## src/sv/assert_macros.svh

```systemverilog
// Assertion macros used by the top-level RTL file
`ifndef ASSERT_MACROS_SVH
`define ASSERT_MACROS_SVH
`ifndef SYNTHESIS
`define HUFF_ASSERT(lbl, prop, msg) \
   lbl: assert property (@(posedge clock) disable iff (reset) (prop)) else $error(msg);
`define HUFF_ASSERT_NEXT(lbl, ante, cons, msg) \
   lbl: assert property (@(posedge clock) disable iff (reset) (ante) |=> (cons)) else $error(msg);
`else
`define HUFF_ASSERT(lbl, prop, msg)
`define HUFF_ASSERT_NEXT(lbl, ante, cons, msg)
`endif
`endif

```

## src/sv/huff_pkg.sv

```systemverilog
// Types and codes of the Huffman coder
`timescale 1ns / 1ps
`default_nettype none
package huff_pkg;

   localparam logic [1:0] OP_LOAD   = 2'd0;
   localparam logic [1:0] OP_BUILD  = 2'd1;
   localparam logic [1:0] OP_ENCODE = 2'd2;
   localparam logic [1:0] OP_DECODE = 2'd3;

   localparam logic [1:0] ST_OK        = 2'd0;
   localparam logic [1:0] ST_NO_CODE   = 2'd1;
   localparam logic [1:0] ST_NOT_BUILT = 2'd2;

   typedef struct packed {
      logic [1:0]  operation;
      logic [7:0]  symbol;
      logic [23:0] weight;
      logic        code_bit;
   } req_type;

   typedef struct packed {
      logic [1:0]  status;
      logic [47:0] code_bits;
      logic [5:0]  code_length;
      logic [7:0]  decoded_symbol;
   } rsp_type;

   typedef struct packed {
      logic take;
      logic build_init;
      logic copy_wr;
      logic merge_init;
      logic scan_step;
      logic scan_drain;
      logic kill_a;
      logic kill_b;
      logic make_node;
      logic walk_init;
      logic walk_rd;
      logic walk_left;
      logic walk_right;
      logic build_fail;
      logic build_done;
      logic exec;
   } cmd_type;

   typedef struct packed {
      logic [1:0] op;
      logic       slot_free;
      logic       copy_last;
      logic       few_used;
      logic       scan_last;
      logic       merge_last;
      logic       len_over;
      logic       walk_last;
   } sts_type;

endpackage
`default_nettype wire

```

## src/sv/huff_ctrl.sv

```systemverilog
// Sequencer of the Huffman coder: request intake, build, encode and decode
`timescale 1ns / 1ps
`default_nettype none
module huff_ctrl import huff_pkg::*; (
   input  wire logic    clock,
   input  wire logic    reset,
   input  wire logic    req_valid,
   output logic         req_ready,
   input  wire sts_type sts,
   output cmd_type      cmd
);

   localparam logic [3:0] S_IDLE      = 4'd0;
   localparam logic [3:0] S_EXEC      = 4'd1;
   localparam logic [3:0] S_CP_RD     = 4'd2;
   localparam logic [3:0] S_CP_WR     = 4'd3;
   localparam logic [3:0] S_CP_CHK    = 4'd4;
   localparam logic [3:0] S_SCAN      = 4'd5;
   localparam logic [3:0] S_DRAIN     = 4'd6;
   localparam logic [3:0] S_KILL_A    = 4'd7;
   localparam logic [3:0] S_KILL_B    = 4'd8;
   localparam logic [3:0] S_MAKE      = 4'd9;
   localparam logic [3:0] S_WALK_INIT = 4'd10;
   localparam logic [3:0] S_WALK_RD   = 4'd11;
   localparam logic [3:0] S_WALK_L    = 4'd12;
   localparam logic [3:0] S_WALK_R    = 4'd13;

   logic [3:0] state_ff;
   logic [3:0] state_in;

   assign req_ready = !reset && (state_ff == S_IDLE) && sts.slot_free;

   always_comb begin
      state_in = state_ff;
      cmd      = '0;
      case (state_ff)
         S_IDLE: begin
            if (req_valid && req_ready) begin
               cmd.take = 1'b1;
               case (sts.op)
                  OP_LOAD: state_in = S_IDLE;
                  OP_BUILD: begin
                     cmd.build_init = 1'b1;
                     state_in       = S_CP_RD;
                  end
                  default: state_in = S_EXEC;
               endcase
            end
         end
         S_EXEC: begin
            cmd.exec = 1'b1;
            state_in = S_IDLE;
         end
         S_CP_RD: state_in = S_CP_WR;
         S_CP_WR: begin
            cmd.copy_wr = 1'b1;
            state_in    = sts.copy_last ? S_CP_CHK : S_CP_RD;
         end
         S_CP_CHK: begin
            if (sts.few_used) begin
               cmd.build_fail = 1'b1;
               state_in       = S_IDLE;
            end else begin
               cmd.merge_init = 1'b1;
               state_in       = S_SCAN;
            end
         end
         S_SCAN: begin
            cmd.scan_step = 1'b1;
            if (sts.scan_last) begin
               state_in = S_DRAIN;
            end
         end
         S_DRAIN: begin
            cmd.scan_drain = 1'b1;
            state_in       = S_KILL_A;
         end
         S_KILL_A: begin
            cmd.kill_a = 1'b1;
            state_in   = S_KILL_B;
         end
         S_KILL_B: begin
            cmd.kill_b = 1'b1;
            state_in   = S_MAKE;
         end
         S_MAKE: begin
            cmd.make_node = 1'b1;
            state_in      = sts.merge_last ? S_WALK_INIT : S_SCAN;
         end
         S_WALK_INIT: begin
            cmd.walk_init = 1'b1;
            state_in      = S_WALK_RD;
         end
         S_WALK_RD: begin
            cmd.walk_rd = 1'b1;
            state_in    = S_WALK_L;
         end
         S_WALK_L: begin
            if (sts.len_over) begin
               cmd.build_fail = 1'b1;
               state_in       = S_IDLE;
            end else begin
               cmd.walk_left = 1'b1;
               state_in      = S_WALK_R;
            end
         end
         S_WALK_R: begin
            cmd.walk_right = 1'b1;
            if (sts.walk_last) begin
               cmd.build_done = 1'b1;
               state_in       = S_IDLE;
            end else begin
               state_in = S_WALK_RD;
            end
         end
         default: state_in = S_IDLE;
      endcase
   end

   always_ff @(posedge clock) begin
      if (reset) begin
         state_ff <= S_IDLE;
      end else begin
         state_ff <= state_in;
      end
   end

endmodule
`default_nettype wire

```

## config.mk

```make
export PLATFORM = sky130hd
export DESIGN_NAME = huff_ctrl
export DESIGN_NICKNAME = d
export VERILOG_FILES = /design/src/sv/assert_macros.svh /design/src/sv/huff_pkg.sv /design/src/sv/huff_ctrl.sv
export SDC_FILE = /design/constraint.sdc
export NUM_CORES = 1
export LEC_CHECK = 0
export BUFFER_PORTS_ARGS = -buffer_cell sky130_fd_sc_hd__buf_2
export CAP_MARGIN = 10
export CORE_AREA = 2 2 39 41
export CTS_CLUSTER_DIAMETER = 120
export DETAILED_ROUTE_END_ITERATION = 8
export DIE_AREA = 0 0 41 43
export PLACE_DENSITY = 0.69
export SLEW_MARGIN = 10
export SYNTH_ARGS = -nofsm -noshare
export SYNTH_HDL_FRONTEND = slang
export SYNTH_SLANG_ARGS = --single-unit
```

## constraint.sdc

```tcl
create_clock -name clock -period 1.8 [get_ports clock]
set_input_delay 0.36 -clock clock [delete_from_list [all_inputs] [get_ports clock]]
set_output_delay 0.36 -clock clock [all_outputs]
set_load 0.05 [all_outputs]
```

==> metrics.log <==
[metrics] number of global-route vias before repair: 514
[metrics] Final Skew: 0.000204 ns
[metrics] dominant cell by count in the synthesized netlist: nor2_1
[metrics] number of max-capacitance violations reported: 0
[metrics] power density over cell area: 352 nW/um2
[metrics] count of state elements after synthesis: 4
[metrics] synthesized instance count: 71
[metrics] antenna violations before repair: 0
[metrics] PnR Total Power: 292 uW
[metrics] Die Footprint: 1760 um2
[metrics] detailed-routing iteration count for the pre-antenna-repair pass: 4
[metrics] gp weighted congestion: 0.839
[metrics] number of flops mapped to enable cells by yosys: 0
[metrics] crit-path cells: nor4_4 -> and3b_2 -> and2_4 -> and3_4 -> buf_8
[metrics] data arrival time of the critical path: 1.52 ns
[metrics] global routing met3 resource utilization: 6.28%
[metrics] total track usage: 16.8%
[metrics] clock root cell: clkbuf_4
[metrics] Worst path top cell family by delay: simple AND/OR/NAND/NOR gates
[metrics] average cell area after synthesis: 6.82 um2
[metrics] flip-flop count of the largest register, all copies and words added: 4
[metrics] registers with the most flip-flops: state_ff x4
[metrics] leftover overflow at the end of global routing: 0
[metrics] Critical Path Sink Type: output pin
[metrics] Final setup viols: 2
[metrics] hold buffer count at CTS: 0
[metrics] crit path buf inv count: 1
[metrics] number of routed nets with antenna violations: 0
[metrics] syn_nets: 83
[metrics] drt total wl: 1490 um
[metrics] WL per Instance: 12.2 um
[metrics] Slew Limit Fails: 0
[metrics] detailed-route DRC error count: 0
[metrics] number of library cell types mapped by synthesis: 30
[metrics] failing checks: setup timing
[metrics] hold crit path type: primary input to flip-flop
[metrics] highest-utilization routing layer at the global route stage: met2
[metrics] largest driver fanout on the critical path: 2
[metrics] most used flip-flop cell after synthesis: dfxtp_1
[metrics] shortest clock period the worst path allows after layout: 1.88 ns
[metrics] TritonCTS clock tree: built
[metrics] part of the Yosys area used for sequential elements: 16.5%
[metrics] Filler cells: 128
[metrics] synth cell count leaders: nor2_1 (10), nor3_1 (7), a21oi_1 (6)
[metrics] slew of the pin with the lowest slew margin: 0.354 ns
[metrics] placed wire-length estimate after detailed placement: 1080 um
[metrics] number of cells on the worst reg-to-reg path: 5
[metrics] RSZ-0062 raised after global routing: true
[metrics] Vias/cell: 5.28
[metrics] synthesized cell area: 484 um2
[metrics] wire length of the first global-routing pass: 2110 um
[metrics] Period Utilization, post-route: 104%
[metrics] placement row count: 14
[metrics] TritonCTS sink count: 4
[metrics] result of the run: finished, violations left
[metrics] count of antenna diodes in the layout: 0
[metrics] register with the most flip-flops: state_ff
[metrics] Critical Path Start Type: flip-flop
[metrics] GR met2 Demand/Resource: 25.9%
[metrics] dominant cells by area after synthesis: dfxtp_1 (17%), nor2_1 (7.8%), nor3_1 (7.2%)
[metrics] post-synth top area share: 16.5%
[metrics] hold depth: 2
[metrics] count of warnings emitted by yosys: 0
[metrics] initial standard-cell utilization of the core: 35.0%
[metrics] Fin. Hold Viols: 0
[metrics] number of vias after detailed routing: 644
[metrics] Die W: 41 um
[metrics] max_slew headroom: 76.2%
[metrics] Required @ worst endpoint: 1.44 ns
[metrics] count of pins on the block boundary: 29
[metrics] CTS buffer count: 3
[metrics] number of gates on the worst path with buffers counted: 5
[metrics] post-synthesis cell type with the largest combined area: dfxtp_1
[metrics] y dimension of the die: 43 um
[metrics] violation count after the first detailed-routing iteration: 19
[metrics] global-route track usage on met1: 23.2%
[metrics] combined flip-flop and latch cell area: 82.6 um2
[metrics] synth-to-layout area growth: 71.3%
[metrics] share of layout cells above drive strength 1: 56.6%
[metrics] cell with the largest stage delay on the worst path: dfxtp_2
[metrics] category of the critical setup timing path: flip-flop to output pin
[metrics] top achievable clock speed: 533 MHz
[metrics] final core utilization: 59.9%
[metrics] core area: 1380 um2
[metrics] count of H-tree levels built during CTS: 1
[metrics] total area of multi-input combinational cells: 424 um2
[metrics] largest vdd supply drop: 0.368 mV
[metrics] Synth async-reset ratio: 0%
[metrics] later-pin clock latency in the skew report: 0.23 ns
[metrics] number of port buffers: 28
[metrics] number of nets in the layout: 120
[metrics] total leakage power: 0.404 nW
[metrics] Longest Clk Path Bufs: 2
[metrics] Largest stage delay, worst path: 0.33 ns
[metrics] clock transition at the register clock pins on the worst setup and hold paths after CTS: 0.04 ns
[metrics] largest net degree at the start of global routing: 15
[metrics] fin worst setup slack: -0.0776 ns
[worst reg2reg max path, delay by kind of cell, from the launching register on]
family / cells / cell delay (ns)
buffers and inverters: 1 / 0.20
flip-flops: 1 / 0.34
AO/OA/AOI/OAI: 3 / 0.51
AND/OR/NAND/NOR: 1 / 0.24
[cells in the final DEF (no fill, tap or decap), types with 3 or more instances in the layout]
master and count:
buf_6 4, buf_4 10, inv_1 4, a21oi_1 6, nand2_1 4, clkbuf_4 5
nand2b_1 3, nor3_2 5, buf_2 20, nor2_1 8
[layout make-up]
cell class | count | area share, %
clock buffers | 3 | 2.71
inverters | 4 | 1.81
multi-input cells | 57 | 51.1
flip-flops and latches | 4 | 9.95
well taps | 16 | 2.41
repair buffers | 38 | 32.0
[repair_timing]
item | CTS | global route
setup endpoints to repair | 8 | 10
pin swaps | 3 | 2
resized for setup | 11 | 17
setup buffers | 5 | 0
gates cloned | 0 | 0
[cells by family (layout without fill, tap and decap cells)]
group / Yosys count / in the layout / synth area share (%)
multiplexers: 2 / 2 / 4.13
AO/OA/AOI/OAI: 18 / 18 / 24.8
XOR/XNOR: 1 / 1 / 1.81
AND/OR/NAND/NOR: 36 / 36 / 41.1
buffers and inverters: 10 / 45 / 11.6
flip-flops: 4 / 4 / 16.5
[final timing paths]
| check | from | to | slack [ns] |
|---|---|---|---|
| setup reg to reg | state_ff[3] | state_ff[0] | 0.38 |
| hold reg to reg | state_ff[2] | state_ff[2] | 0.74 |
| setup / recovery | state_ff[2] | cmd[14] | -0.08 |
| hold / removal | reset | state_ff[2] | 0.36 |
[power breakdown]
group          switching, mW  total [mW]  internal, mW
registers            0.00236      0.0937        0.0914
clock network         0.0350       0.109        0.0745
logic                 0.0515      0.0889        0.0374
total                 0.0888       0.292         0.203
[metrics by stage]
stage	setup slack, ns	cells	area [um2]	hold WS, ns	TNS, ns
floorplan	-0.252	71	529	0.429	-0.397
global placement	0.0504	114	682	0.596	0
detailed placement	0.0277	114	682	0.591	0
CTS	-0.0835	122	777	0.352	-0.108
global route	-0.142	122	830	0.347	-0.221
finish	-0.0776	122	830	0.357	-0.0950
[per-layer routing]
layer	vias to the layer above	wire length [um]
met2	21	729
met5	-	0
met3	0	85
li1	327	-
met4	0	0
met1	296	675
(Power assumes the default switching activity.)
